[src/i2cmap_pkg.sv]
`timescale 1ns / 1ps

package i2cmap_pkg;

	typedef enum logic [2:0] {
		CMD_START_WR = 3'd0,
		CMD_START_RD = 3'd1,
		CMD_RX_BYTE  = 3'd2,
		CMD_TX_REQ   = 3'd3,
		CMD_STOP     = 3'd4,
		CMD_LOCAL_WR = 3'd5,
		CMD_LOCAL_RD = 3'd6
	} cmd_t;

	localparam logic [7:0] CMD_FLAG = 8'h80;

	typedef struct packed {
		logic [2:0] cmd;
		logic [7:0] data_byte;
		logic [4:0] local_addr;
	} in_item_t;

	typedef struct packed {
		logic       tx_valid;
		logic [7:0] tx_data;
		logic       command_valid;
		logic [7:0] command_code;
		logic [7:0] local_data;
		logic       bus_active;
	} out_item_t;

	typedef struct packed {
		logic take;
		logic set_mode;
		logic clr_mode;
		logic set_active;
		logic clr_active;
		logic rx_push;
		logic clr_rx;
		logic map_rd_ptr;
		logic map_rd_local;
		logic map_wr_local;
		logic map_wr_burst;
		logic st_rd_first;
		logic st_rd_next;
		logic cap_first;
		logic apply_single;
		logic out_load;
	} ctl_t;

	typedef struct packed {
		cmd_t cmd;
		logic mode;
		logic cnt_zero;
		logic cnt_one;
		logic burst_last;
		logic out_busy;
	} sts_t;

endpackage

[src/i2cmap_ctrl.sv]
`timescale 1ns / 1ps

module i2cmap_ctrl (
	input  logic              clk,
	input  logic              arst_n,
	input  logic              item_valid,
	output logic              item_stall,
	input  i2cmap_pkg::sts_t  sts,
	output i2cmap_pkg::ctl_t  ctl
);
	import i2cmap_pkg::*;

	typedef enum logic [4:0] {
		ST_IDLE  = 5'b00001,
		ST_EXEC  = 5'b00010,
		ST_RDMAP = 5'b00100,
		ST_FIRST = 5'b01000,
		ST_BURST = 5'b10000
	} state_t;

	state_t state_q;
	state_t state_d;

	always_comb begin
		ctl        = '0;
		state_d    = state_q;
		item_stall = !((state_q == ST_IDLE) && !sts.out_busy);
		unique case (state_q)
			ST_IDLE: begin
				if (item_valid && !item_stall) begin
					ctl.take = 1'b1;
					state_d  = ST_EXEC;
				end
			end
			ST_EXEC: begin
				unique case (sts.cmd)
					CMD_START_WR: begin
						ctl.set_mode   = 1'b1;
						ctl.set_active = 1'b1;
						ctl.out_load   = 1'b1;
						state_d        = ST_IDLE;
					end
					CMD_START_RD: begin
						ctl.clr_mode   = 1'b1;
						ctl.set_active = 1'b1;
						ctl.map_rd_ptr = 1'b1;
						state_d        = ST_RDMAP;
					end
					CMD_RX_BYTE: begin
						ctl.rx_push  = 1'b1;
						ctl.out_load = 1'b1;
						state_d      = ST_IDLE;
					end
					CMD_TX_REQ: begin
						ctl.map_rd_ptr = 1'b1;
						state_d        = ST_RDMAP;
					end
					CMD_STOP: begin
						if (sts.mode && !sts.cnt_zero) begin
							ctl.st_rd_first = 1'b1;
							state_d         = ST_FIRST;
						end else begin
							ctl.clr_rx     = sts.mode;
							ctl.clr_active = 1'b1;
							ctl.out_load   = 1'b1;
							state_d        = ST_IDLE;
						end
					end
					CMD_LOCAL_WR: begin
						ctl.map_wr_local = 1'b1;
						ctl.out_load     = 1'b1;
						state_d          = ST_IDLE;
					end
					CMD_LOCAL_RD: begin
						ctl.map_rd_local = 1'b1;
						state_d          = ST_RDMAP;
					end
					default: begin
						ctl.out_load = 1'b1;
						state_d      = ST_IDLE;
					end
				endcase
			end
			ST_RDMAP: begin
				ctl.out_load = 1'b1;
				state_d      = ST_IDLE;
			end
			ST_FIRST: begin
				ctl.cap_first = 1'b1;
				if (sts.cnt_one) begin
					ctl.apply_single = 1'b1;
					ctl.clr_rx       = 1'b1;
					ctl.clr_active   = 1'b1;
					ctl.out_load     = 1'b1;
					state_d          = ST_IDLE;
				end else begin
					ctl.st_rd_next = 1'b1;
					state_d        = ST_BURST;
				end
			end
			ST_BURST: begin
				ctl.map_wr_burst = 1'b1;
				if (sts.burst_last) begin
					ctl.clr_rx     = 1'b1;
					ctl.clr_active = 1'b1;
					ctl.out_load   = 1'b1;
					state_d        = ST_IDLE;
				end else begin
					ctl.st_rd_next = 1'b1;
				end
			end
			default: begin
				state_d = ST_IDLE;
			end
		endcase
	end

	always_ff @(posedge clk or negedge arst_n) begin
		if (!arst_n) begin
			state_q <= ST_IDLE;
		end else begin
			state_q <= state_d;
		end
	end

endmodule

[src/i2cmap_dp.sv]
`timescale 1ns / 1ps

module i2cmap_dp #(
	parameter int NUM_REGS = 32,
	parameter int RX_DEPTH = 16
) (
	input  logic                  clk,
	input  logic                  arst_n,
	input  i2cmap_pkg::in_item_t  item,
	input  i2cmap_pkg::ctl_t      ctl,
	output i2cmap_pkg::sts_t      sts,
	output logic                  result_valid,
	input  logic                  result_stall,
	output i2cmap_pkg::out_item_t result
);
	import i2cmap_pkg::*;

	localparam int         MAW   = $clog2(NUM_REGS);
	localparam int         SAW   = $clog2(RX_DEPTH);
	localparam int         KW    = $clog2(RX_DEPTH + 1);
	localparam logic [7:0] NUM_B = 8'(NUM_REGS);

	in_item_t       item_q;
	logic           mode_q;
	logic           active_q;
	logic           active_d;
	logic [SAW-1:0] idx_q;
	logic [7:0]     cnt_q;
	logic [MAW-1:0] rp_q;
	logic [7:0]     first_q;
	logic [KW-1:0]  k_q;
	logic [KW-1:0]  pk_q;

	logic [7:0]          map_mem [NUM_REGS];
	logic [NUM_REGS-1:0] map_vld_q;
	logic [7:0]          map_rd_s1;
	logic                map_rv_s1;
	logic [7:0]          st_mem [RX_DEPTH];
	logic [7:0]          st_rd_s1;

	logic [7:0]     loc8;
	logic           loc_in;
	logic [MAW-1:0] map_ra;
	logic           map_re;
	logic [7:0]     ba;
	logic           burst_we;
	logic           map_we;
	logic [MAW-1:0] map_wa;
	logic [7:0]     map_wd;
	logic           st_re;
	logic [SAW-1:0] st_ra;
	logic [8:0]     pk1;
	logic [7:0]     rd_val;
	logic           is_tx;
	logic           cv;
	out_item_t      out_d;
	out_item_t      out_q;
	logic           out_valid_q;

	assign loc8   = {3'b000, item_q.local_addr};
	assign loc_in = loc8 < NUM_B;
	assign map_re = ctl.map_rd_ptr || ctl.map_rd_local;
	assign map_ra = ctl.map_rd_ptr ? rp_q : loc8[MAW-1:0];

	assign ba       = first_q + 8'(pk_q) - 8'd1;
	assign burst_we = ctl.map_wr_burst && (ba < NUM_B);
	assign map_we   = burst_we || (ctl.map_wr_local && loc_in);
	assign map_wa   = ctl.map_wr_burst ? ba[MAW-1:0] : loc8[MAW-1:0];
	assign map_wd   = ctl.map_wr_burst ? st_rd_s1 : item_q.data_byte;

	assign st_re = ctl.st_rd_first || ctl.st_rd_next;
	always_comb begin
		if (ctl.st_rd_first || (k_q >= KW'(RX_DEPTH))) begin
			st_ra = '0;
		end else begin
			st_ra = k_q[SAW-1:0];
		end
	end

	assign pk1 = 9'(pk_q) + 9'd1;

	always_comb begin
		active_d = active_q;
		if (ctl.set_active) begin
			active_d = 1'b1;
		end
		if (ctl.clr_active) begin
			active_d = 1'b0;
		end
	end

	always_ff @(posedge clk) begin
		if (map_we) begin
			map_mem[map_wa] <= map_wd;
		end
		if (map_re) begin
			map_rd_s1 <= map_mem[map_ra];
			map_rv_s1 <= map_vld_q[map_ra];
		end
	end

	always_ff @(posedge clk) begin
		if (ctl.rx_push) begin
			st_mem[idx_q] <= item_q.data_byte;
		end
		if (st_re) begin
			st_rd_s1 <= st_mem[st_ra];
		end
	end

	always_ff @(posedge clk) begin
		if (ctl.take) begin
			item_q <= item;
		end
		if (ctl.cap_first) begin
			first_q <= st_rd_s1;
		end
		if (ctl.st_rd_first) begin
			k_q <= KW'(1);
		end else if (ctl.st_rd_next) begin
			k_q  <= k_q + KW'(1);
			pk_q <= k_q;
		end
		if (ctl.out_load) begin
			out_q <= out_d;
		end
	end

	always_ff @(posedge clk or negedge arst_n) begin
		if (!arst_n) begin
			map_vld_q   <= '0;
			mode_q      <= 1'b1;
			active_q    <= 1'b0;
			idx_q       <= '0;
			cnt_q       <= '0;
			rp_q        <= '0;
			out_valid_q <= 1'b0;
		end else begin
			if (map_we) begin
				map_vld_q[map_wa] <= 1'b1;
			end
			if (ctl.set_mode) begin
				mode_q <= 1'b1;
			end else if (ctl.clr_mode) begin
				mode_q <= 1'b0;
			end
			active_q <= active_d;
			if (ctl.clr_rx) begin
				idx_q <= '0;
				cnt_q <= '0;
			end else if (ctl.rx_push) begin
				idx_q <= (idx_q == SAW'(RX_DEPTH - 1)) ? '0 : idx_q + SAW'(1);
				if (cnt_q != 8'hFF) begin
					cnt_q <= cnt_q + 8'd1;
				end
			end
			if (ctl.map_rd_ptr) begin
				rp_q <= (rp_q == MAW'(NUM_REGS - 1)) ? '0 : rp_q + MAW'(1);
			end else if (ctl.apply_single && (st_rd_s1 < NUM_B)) begin
				rp_q <= st_rd_s1[MAW-1:0];
			end
			if (ctl.out_load) begin
				out_valid_q <= 1'b1;
			end else if (out_valid_q && !result_stall) begin
				out_valid_q <= 1'b0;
			end
		end
	end

	assign rd_val = map_rv_s1 ? map_rd_s1 : 8'd0;
	assign is_tx  = (cmd_t'(item_q.cmd) == CMD_START_RD) || (cmd_t'(item_q.cmd) == CMD_TX_REQ);
	assign cv     = ctl.apply_single && (st_rd_s1 >= NUM_B) && ((st_rd_s1 & CMD_FLAG) != 8'd0);

	always_comb begin
		out_d.tx_valid      = is_tx;
		out_d.tx_data       = is_tx ? rd_val : 8'd0;
		out_d.command_valid = cv;
		out_d.command_code  = cv ? st_rd_s1 : 8'd0;
		out_d.local_data    = ((cmd_t'(item_q.cmd) == CMD_LOCAL_RD) && loc_in) ? rd_val : 8'd0;
		out_d.bus_active    = active_d;
	end

	assign result_valid = out_valid_q;
	assign result       = out_q;

	assign sts.cmd        = cmd_t'(item_q.cmd);
	assign sts.mode       = mode_q;
	assign sts.cnt_zero   = (cnt_q == 8'd0);
	assign sts.cnt_one    = (cnt_q == 8'd1);
	assign sts.burst_last = (pk1 >= {1'b0, cnt_q}) || (pk1 >= 9'(RX_DEPTH));
	assign sts.out_busy   = out_valid_q && result_stall;

endmodule

[src/i2c_slave_register_map_unit.sv]
`timescale 1ns / 1ps

// Byte-level I2C target front end with a byte register map. Each item is one
// bus event or one local access and gives one result item. A bus read (reader
// start or transmit request) and a local read pass through an extra state for
// the registered read of the register map. A stop that ends a write packet
// copies the bytes after the first from the receive store into the map one
// byte per cycle through the map's single write port, from the address that
// the first byte gives. The result sits in an output register, so the next
// item is taken in the cycle the previous result leaves.

module i2c_slave_register_map_unit #(
	parameter int NUM_REGS = 32,
	parameter int RX_DEPTH = 16
) (
	input  logic                  clk,
	input  logic                  arst_n,
	input  logic                  item_valid,
	output logic                  item_stall,
	input  i2cmap_pkg::in_item_t  item,
	output logic                  result_valid,
	input  logic                  result_stall,
	output i2cmap_pkg::out_item_t result
);
	import i2cmap_pkg::*;

	ctl_t ctl;
	sts_t sts;

	i2cmap_ctrl u_ctrl (
		.clk        (clk),
		.arst_n     (arst_n),
		.item_valid (item_valid),
		.item_stall (item_stall),
		.sts        (sts),
		.ctl        (ctl)
	);

	i2cmap_dp #(
		.NUM_REGS (NUM_REGS),
		.RX_DEPTH (RX_DEPTH)
	) u_dp (
		.clk          (clk),
		.arst_n       (arst_n),
		.item         (item),
		.ctl          (ctl),
		.sts          (sts),
		.result_valid (result_valid),
		.result_stall (result_stall),
		.result       (result)
	);

	a_busy_after_take: assert property (@(posedge clk) disable iff (!arst_n)
		item_valid && !item_stall |=> item_stall)
		else $error("item taken while a previous one is still at work");

	a_one_map_op: assert property (@(posedge clk) disable iff (!arst_n)
		$onehot0({ctl.map_rd_ptr, ctl.map_rd_local, ctl.map_wr_local, ctl.map_wr_burst}))
		else $error("more than one register map access in a cycle");

	a_out_free: assert property (@(posedge clk) disable iff (!arst_n)
		ctl.out_load |-> !(result_valid && result_stall))
		else $error("result overwritten while stalled");

	a_cmd_flag: assert property (@(posedge clk) disable iff (!arst_n)
		result_valid && result.command_valid |-> result.command_code[7])
		else $error("command reported without flag bit");

endmodule
[config.mk]
export PLATFORM = sky130hd
export DESIGN_NAME = i2c_slave_register_map_unit
export DESIGN_NICKNAME = d
export VERILOG_FILES = /design/src/i2cmap_pkg.sv /design/src/i2cmap_ctrl.sv /design/src/i2cmap_dp.sv /design/src/i2c_slave_register_map_unit.sv
export SDC_FILE = /design/constraint.sdc
export NUM_CORES = 1
export LEC_CHECK = 0
export BUFFER_PORTS_ARGS = -buffer_cell sky130_fd_sc_hd__buf_2
export CORE_MARGIN = 2
export CORE_UTILIZATION = 50
export DETAILED_ROUTE_END_ITERATION = 7
export PLACE_DENSITY = 0.69
export RECOVER_POWER = 25
export SYNTH_ARGS = -nofsm -noshare
export SYNTH_HDL_FRONTEND = slang
export SYNTH_HIERARCHICAL = 1
export SYNTH_SLANG_ARGS = --single-unit
[constraint.sdc]
create_clock -name clk -period 5.2 [get_ports clk]
set_input_delay 1.04 -clock clk [delete_from_list [all_inputs] [get_ports clk]]
set_output_delay 1.04 -clock clk [all_outputs]
set_load 0.005 [all_outputs]
==> results of run 1 <==
[cell usage after synthesis (12+ instances only)]
| master | number |
|---|---|
| xnor2_1 | 12 |
| nand3_1 | 12 |
| inv_1 | 42 |
| dfrtp_1 | 55 |
| nand2_1 | 120 |
| o21ai_0 | 32 |
| mux2i_1 | 14 |
| mux4_2 | 59 |
| ha_1 | 28 |
| buf_2 | 18 |
| edfxtp_1 | 457 |
| nor2b_1 | 13 |
| mux2_2 | 12 |
| nor3_1 | 23 |
| and2_1 | 20 |
| a21oi_1 | 73 |
| o22ai_1 | 41 |
| nor2_1 | 78 |
| a31o_2 | 26 |
| a31oi_1 | 12 |
| a211oi_1 | 28 |
| and3_1 | 41 |
| clkbuf_1 | 48 |
[final timing paths]
| check | startpoint | to | slack, ns | depth (start not counted) |
|---|---|---|---|---|
| worst max-delay path | u_ctrl/state_q[4]$_DFFE_PN0P_ | u_dp/map_rd_s1[4]$_DFFE_PP_ | 0.92 | 9 |
| worst min-delay path | u_dp/map_vld_q[25]$_DFFE_PN0P_ | u_dp/map_vld_q[25]$_DFFE_PN0P_ | 0.46 | 1 |
| worst max register to register | u_ctrl/state_q[4]$_DFFE_PN0P_ | u_dp/map_rd_s1[4]$_DFFE_PP_ | 0.92 | 9 |
| worst min register to register | u_dp/map_vld_q[25]$_DFFE_PN0P_ | u_dp/map_vld_q[25]$_DFFE_PN0P_ | 0.46 | 1 |
| max in group asynchronous | arst_n | u_dp/map_vld_q[22]$_DFFE_PN0P_ | 1.76 | 2 |
| min in group asynchronous | arst_n | u_dp/cnt_q[4]$_DFFE_PN0P_ | 1.62 | 2 |
[stage by stage]
| step | cells | area (um^2) | hold WS, ns | util (%) |
|---|---|---|---|---|
| 2_1_floorplan | 1468 | 22000 | 0.436 | - |
| 3_3_place_gp | 2042 | 22900 | 0.445 | 52.8 |
| 3_5_place_dp | 2042 | 22900 | 0.451 | 52.8 |
| 4_1_cts | 2142 | 24800 | 0.465 | 57.3 |
| 5_1_grt | 2142 | 24800 | 0.476 | 57.2 |
| 6_report | 2142 | 24800 | 0.461 | 57.2 |
[metal layers]
| layer | part of all wire, % | GRT usage, % | vias to the layer above | wire, um |
|---|---|---|---|---|
| met1 | 41 | 32.6 | 6601 | 21600 |
| met3 | 8.5 | 4.73 | 126 | 4470 |
| met5 | 0 | 0 | - | 0 |
| met4 | 4.1 | 10.3 | 0 | 2190 |
| met2 | 46 | 36.9 | 645 | 24500 |
| li1 | - | - | 5827 | - |
[final cells by class]
cell class,instances,area [um^2]
well taps,585,732
flip-flops and latches,519,15300
clock buffers,57,1370
multi-input cells,818,6230
repair buffers,78,460
fillers,3313,18500
inverters,42,158
clock inverters,43,551
[where the power goes]
group	switching (mW)	internal, mW
Clock	1.67	2.48
Combinational	1.12	0.605
Sequential	0.173	4.85
[registers in the layout, summed over array words and instances (netlist names)]
| signal | cells |
|---|---|
| u_ctrl/state_q | 5 |
| u_dp/map_mem | 256 |
| u_dp/sts | 3 |
| u_dp/result_valid | 1 |
| u_dp/map_rd_s1 | 8 |
| u_dp/rp_q | 5 |
| u_dp/item_q | 13 |
| u_dp/st_rd_s1 | 8 |
| u_dp/map_vld_q | 32 |
| u_dp/cnt_q | 8 |
| u_dp/k_q | 5 |
| u_dp/st_mem | 128 |
| u_dp/active_q | 1 |
| u_dp/first_q | 8 |
| u_dp/result | 27 |
| u_dp/idx_q | 4 |
| u_dp/pk_q | 5 |
| u_dp/map_rv_s1 | 1 |
| u_dp/mode_q | 1 |
[cells by family (layout without fill, tap and decap cells)]
kind of cell	count (synthesis)	in the layout	synth area share, %
muxes	89	89	7.69
DFF	519	519	69.2
AOI/OAI and AO/OA	326	326	10.1
adders and majority gates	29	29	1.68
buffers and inverters	131	220	2.62
xor gates and xnor gates	18	18	0.716
and+or+nand+nor	356	356	7.91
[worst reg2reg max path, stage by stage (launching register included)]
cell and delay (ns):
dfrtp_1 0.44, nor3_1 0.31, nand3b_1 0.40, nor2_4 0.37, mux2i_4 0.84, buf_4 0.39, mux4_2 0.33, a221oi_1 0.49
o22ai_1 0.14, or3_1 0.32
==> impl_metrics.env, run 1 <==
export IMPL_antenna_left=0
export IMPL_postSynthAreaPerCell_um2=15.0
export IMPL_dr_pass1_iters=5
export IMPL_syn_to_final_growth_pct=12.4
export IMPL_die_w_um=214
export IMPL_fin_skew_ns=0.0402
export IMPL_gr_total_overflow=0
export IMPL_pre_cts_ws_ns=1.12
export IMPL_synth_area_leader_cell="edfxtp_1"
export IMPL_tightest_slew_ns=3.25
export IMPL_layout_commonest_cell="edfxtp_1"
export IMPL_start_util_pct=50.9
export IMPL_setup_viol=0
export IMPL_fin_nets=1561
export IMPL_p_leak_nw=8.60
export IMPL_grt_pass1_vias=13026
export IMPL_relSlewSlack_pct=-116
export IMPL_cts_max_path_buffers=3
export IMPL_finalHoldViolations=0
export IMPL_synth_main_ff_cell="edfxtp_1"
export IMPL_power_density_nw_per_um2=440
export IMPL_grt_usage_pct=23.7
export IMPL_worstHoldPathType="reg2reg"
export IMPL_path_clk_slew_ns=0.07
export IMPL_worstPathArrival_ns=4.65
export IMPL_synthesis_nets=1517
export IMPL_cpPeakStageDelay_ns=0.84
export IMPL_vias=13199
export IMPL_hold_buffers=0
export IMPL_numPortBuffers=48
export IMPL_min_period_over_period_pct=82.2
export IMPL_synth_edff_count=457
export IMPL_cp_start_kind="register"
export IMPL_power_mw=10.9
export IMPL_cts_root_buf="clkbuf_16"
export IMPL_cts_made_buffers=53
export IMPL_fin_crit_ns=4.28
export IMPL_htreeDepth=2
export IMPL_end_kind="register"
export IMPL_path_buf_inv=1
export IMPL_crit_type="reg2reg"
export IMPL_synth_warning_count=6
export IMPL_synth_seq_cells=519
export IMPL_path_cells="nor3_1 > nand3b_1 > nor2_4 > mux2i_4 > buf_4 > mux4_2 > a221oi_1 > o22ai_1 > or3_1"
export IMPL_core_area_um2=43300
export IMPL_via_per_inst=6.16
export IMPL_grt_setup_unrepaired="no"
export IMPL_synthesis_area_um2=22000
export IMPL_dp_hpwl_mm=33.9
export IMPL_synth_area_leaders="edfxtp_1 (62%), dfrtp_1 (6.2%), mux4_2 (6.0%)"
export IMPL_cpMaxStageDelayCell="mux2i_4"
export IMPL_die_h_um=214
export IMPL_synth_distinct_cells=71
export IMPL_ir_drop_uv=307
export IMPL_drc=0
export IMPL_syn_inst=1468
export IMPL_fmax_mhz=234
export IMPL_violations="max-capacitance violations, max-slew violations"
export IMPL_cp_required_ns=5.57
export IMPL_grt_pass1_wl_mm=80.0
export IMPL_max_cap_violations=1
export IMPL_cts_resized_gates=0
export IMPL_initialDrtViolationCount=1505
export IMPL_async_flop_share_pct=11.0
export IMPL_path_max_fanout=20
export IMPL_setup_slack_ns=0.924
export IMPL_fp_dieArea_um2=45700
export IMPL_drt_total_wl_mm=52.8
export IMPL_grt_max_degree=84
export IMPL_status="complete, but fails checks"
export IMPL_pin_count=49
export IMPL_n_antenna_cell=0
export IMPL_antenna_found_initial=0
export IMPL_crit_family="simple AND/OR/NAND/NOR gates"
export IMPL_synth_top_area_share_pct=62.3
export IMPL_final_cell_mix="edfxtp_1 (457), nand2_1 (120), nor2_1 (77)"
export IMPL_slew_violations=58
export IMPL_setup_tns_ns=0
export IMPL_worstSkewPairLatency_ns=0.62
export IMPL_rows=76
export IMPL_cts_tree="built"
export IMPL_cts_sinks=519
export IMPL_gp_congestion=0.862
export IMPL_wl_per_cell_um=24.7
export IMPL_seq_area_frac_synth_pct=69.2
export IMPL_drive_above_1_share_pct=17.7
export IMPL_cts_setup_buffers=0
Power figures use the tool's default switching activity.
==> inputs of run 2 (changes only) <==
Settings changed: ABC_AREA set to 1, PLACE_DENSITY 0.69 to 0.67.
Clock period 5.2 ns to 4 ns, I/O delays scaled along.
==> run 2 against run 1 <==
  * The flow still finishes with violations (max-capacitance violations, max-slew violations)
  * Global-route usage down 0.11 points
  * Sequential share of layout area down 2.9 points
  * Clock-buffer cell count up 13
  * Die area up 5.7%
  * Total power up 30%
  * Highest routed layer unchanged
==> impl_metrics.env, run 2 <==
export IMPL_worstSkewPairLatency_ns=0.62
export IMPL_cp_depth=13
export IMPL_drc=0
export IMPL_synth_area_leaders="edfxtp_1 (59%), nand2_1 (8.3%), inv_1 (7.3%)"
export IMPL_largest_register_ffs=256
export IMPL_grt_usage_pct=23.5
export IMPL_dp_hpwl_mm=35.6
export IMPL_fin_util_pct=56.1
export IMPL_dr_pass1_iters=6
export IMPL_synth_main_ff_cell="edfxtp_1"
export IMPL_final_cell_mix="nand2_1 (512), edfxtp_1 (457), inv_1 (452)"
export IMPL_postSynthAreaPerCell_um2=10.2
export IMPL_cp_required_ns=4.36
export IMPL_reg_top3="u_dp/map_mem x256, u_dp/st_mem x128, u_dp/map_vld_q x32"
export IMPL_synthesis_nets=2329
export IMPL_cp_start_kind="register"
export IMPL_path_cells="nor2_4 > nand3_1 > nor2_2 > nand2_1 > nand2_4 > buf_12 > nand2_1 > nand3_1 > nand3_1 > nand3_1 > nand2_1 > nand2_1 > nand2_1"
export IMPL_synth_most_common_cell="nand2_1"
export IMPL_rows=79
export IMPL_use_met1_pct=31.2
export IMPL_max_cap_violations=2
export IMPL_synth_area_leader_cell="edfxtp_1"
export IMPL_synth_seq_cells=519
export IMPL_setup_viol=0
export IMPL_tightest_slew_ns=2.36
export IMPL_cts_root_buf="clkbuf_16"
export IMPL_worstHoldPathType="in2reg"
export IMPL_vias=16049
export IMPL_pin_count=49
export IMPL_synthesis_area_um2=23300
export IMPL_setup_slack_ns=0.617
export IMPL_async_flop_share_pct=11.0
export IMPL_gp_congestion=0.866
export IMPL_layout_commonest_cell="nand2_1"
export IMPL_r2r_cells=13
export IMPL_crit_family="simple AND/OR/NAND/NOR gates"
export IMPL_die_w_um=220
export IMPL_grt_busiest_layer="met2"
export IMPL_grtUsageMet3_pct=3.82
export IMPL_finalHoldViolations=0
export IMPL_cts_sinks=519
export IMPL_seq_area_frac_synth_pct=65.4
export IMPL_end_kind="register"
export IMPL_synth_top_area_share_pct=58.9
export IMPL_worstPathArrival_ns=3.74
export IMPL_syn_to_final_growth_pct=11.4
export IMPL_relSlewSlack_pct=-57.0
export IMPL_drive_above_1_share_pct=7.52
export IMPL_antenna_left=0
export IMPL_grt_max_degree=81
export IMPL_fmax_mhz=296
export IMPL_start_util_pct=50.4
export IMPL_grt_pass1_vias=15486
export IMPL_crit_type="reg2reg"
export IMPL_pre_cts_ws_ns=0.624
export IMPL_cts_resized_gates=0
export IMPL_slew_violations=77
export IMPL_setup_tns_ns=0
export IMPL_power_density_nw_per_um2=546
export IMPL_grt_util_met2_pct=39.0
export IMPL_min_period_over_period_pct=84.6
export IMPL_synth_warning_count=6
export IMPL_cts_made_buffers=54
export IMPL_regMostFlops="u_dp/map_mem"
export IMPL_cpMaxStageDelayCell="nor2_2"
export IMPL_violations="max-capacitance violations, max-slew violations"
export IMPL_fill_cells=3879
export IMPL_hold_buffers=0
export IMPL_htreeDepth=2
export IMPL_path_clk_slew_ns=0.06
export IMPL_crit_top_cell="nand2_1"
export IMPL_cts_max_path_buffers=3
export IMPL_cts_tree="built"
export IMPL_cts_setup_buffers=0
export IMPL_ir_drop_uv=331
export IMPL_wl_per_cell_um=18.8
export IMPL_syn_inst=2280
export IMPL_die_h_um=220
export IMPL_initialDrtViolationCount=1439
export IMPL_p_leak_nw=11.3
export IMPL_hold_depth=1
export IMPL_synth_edff_count=457
export IMPL_synth_distinct_cells=45
export IMPL_fin_skew_ns=0.0277
export IMPL_path_max_fanout=50
export IMPL_core_area_um2=46300
export IMPL_drt_total_wl_mm=56.1
export IMPL_fin_crit_ns=3.38
export IMPL_grt_setup_unrepaired="no"
export IMPL_fin_nets=2385
export IMPL_antenna_found_initial=0
export IMPL_gr_total_overflow=0
export IMPL_status="complete, but fails checks"
export IMPL_synth_common_cells="nand2_1 (513), edfxtp_1 (457), inv_1 (451)"
export IMPL_grt_pass1_wl_mm=86.0
export IMPL_numPortBuffers=48
export IMPL_via_per_inst=5.37
export IMPL_fp_dieArea_um2=48400
export IMPL_cpPeakStageDelay_ns=0.61
export IMPL_path_buf_inv=1
[run 2: cell types whose count changed after synthesis, sizes merged, moves of 21 or more]
cell    delta
o211ai    +55
a211oi    -28
nand2    +398
o22ai     -35
nand3    +301
nor2      +49
mux4      -61
a21oi     -55
clkbuf    -21
o21ai     +33
inv      +413
and3      -41
a31o      -26
[run 2: final timing paths]
check                                               startpoint                              to  slack, ns
min in group asynchronous                               arst_n  u_dp/map_vld_q[21]$_DFFE_PN0P_       0.92
worst min register to register  u_dp/map_vld_q[29]$_DFFE_PN0P_  u_dp/map_vld_q[29]$_DFFE_PN0P_       0.45
worst max register to register   u_ctrl/state_q[3]$_DFFE_PN0P_     u_dp/map_rd_s1[5]$_DFFE_PP_       0.62
worst min-delay path                                  item[12]       u_dp/item_q[12]$_DFFE_PP_       0.36
max in group asynchronous                               arst_n   u_ctrl/state_q[3]$_DFFE_PN0P_       1.17
worst max-delay path             u_ctrl/state_q[3]$_DFFE_PN0P_     u_dp/map_rd_s1[5]$_DFFE_PP_       0.62
[run 2: cell type report]
cell class / count / area, um^2 / area share, %
diodes: 2 / 5.00 / 0.0193
multi-input cells: 1218 / 5940 / 22.9
inverters: 456 / 1710 / 6.60
repair buffers: 87 / 584 / 2.25
clock buffers: 70 / 1420 / 5.47
flip-flops and latches: 519 / 15300 / 58.7
clock inverters: 31 / 287 / 1.10
well taps: 607 / 759 / 2.93
[run 2: report_power, final]
part           total [mW]  internal [mW]  switching, mW
Combinational        2.79          0.794           2.00
Sequential           6.56           6.34          0.216
Clock                4.82           2.77           2.04
[run 2: logic make-up after synthesis]
logic type,after synthesis,share of synthesized area (%)
AO/OA/AOI/OAI,159,4.31
XOR/XNOR,7,0.263
adder cells (fa/ha/maj),29,1.59
buffers and inverters,543,9.28
flip-flops,519,65.4
AND/OR/NAND/NOR,1023,19.1
[run 2: layer usage]
metal,share of wire [%],wire (um),up-vias
met2,49,27200,606
met3,7.2,4020,100
met1,41,23200,7720
met4,3.0,1710,0
met5,0,0,-
li1,-,-,7623
[run 2: stage by stage]
step	area [um^2]	power, mW	hold WS, ns	cells
detailed placement	24300	9.43	0.436	2887
CTS	26000	14.3	0.321	2988
global route	26000	14.8	0.326	2988
global placement	24300	9.39	0.431	2887
floorplan	23300	8.40	0.422	2280
finish	26000	14.2	0.357	2990
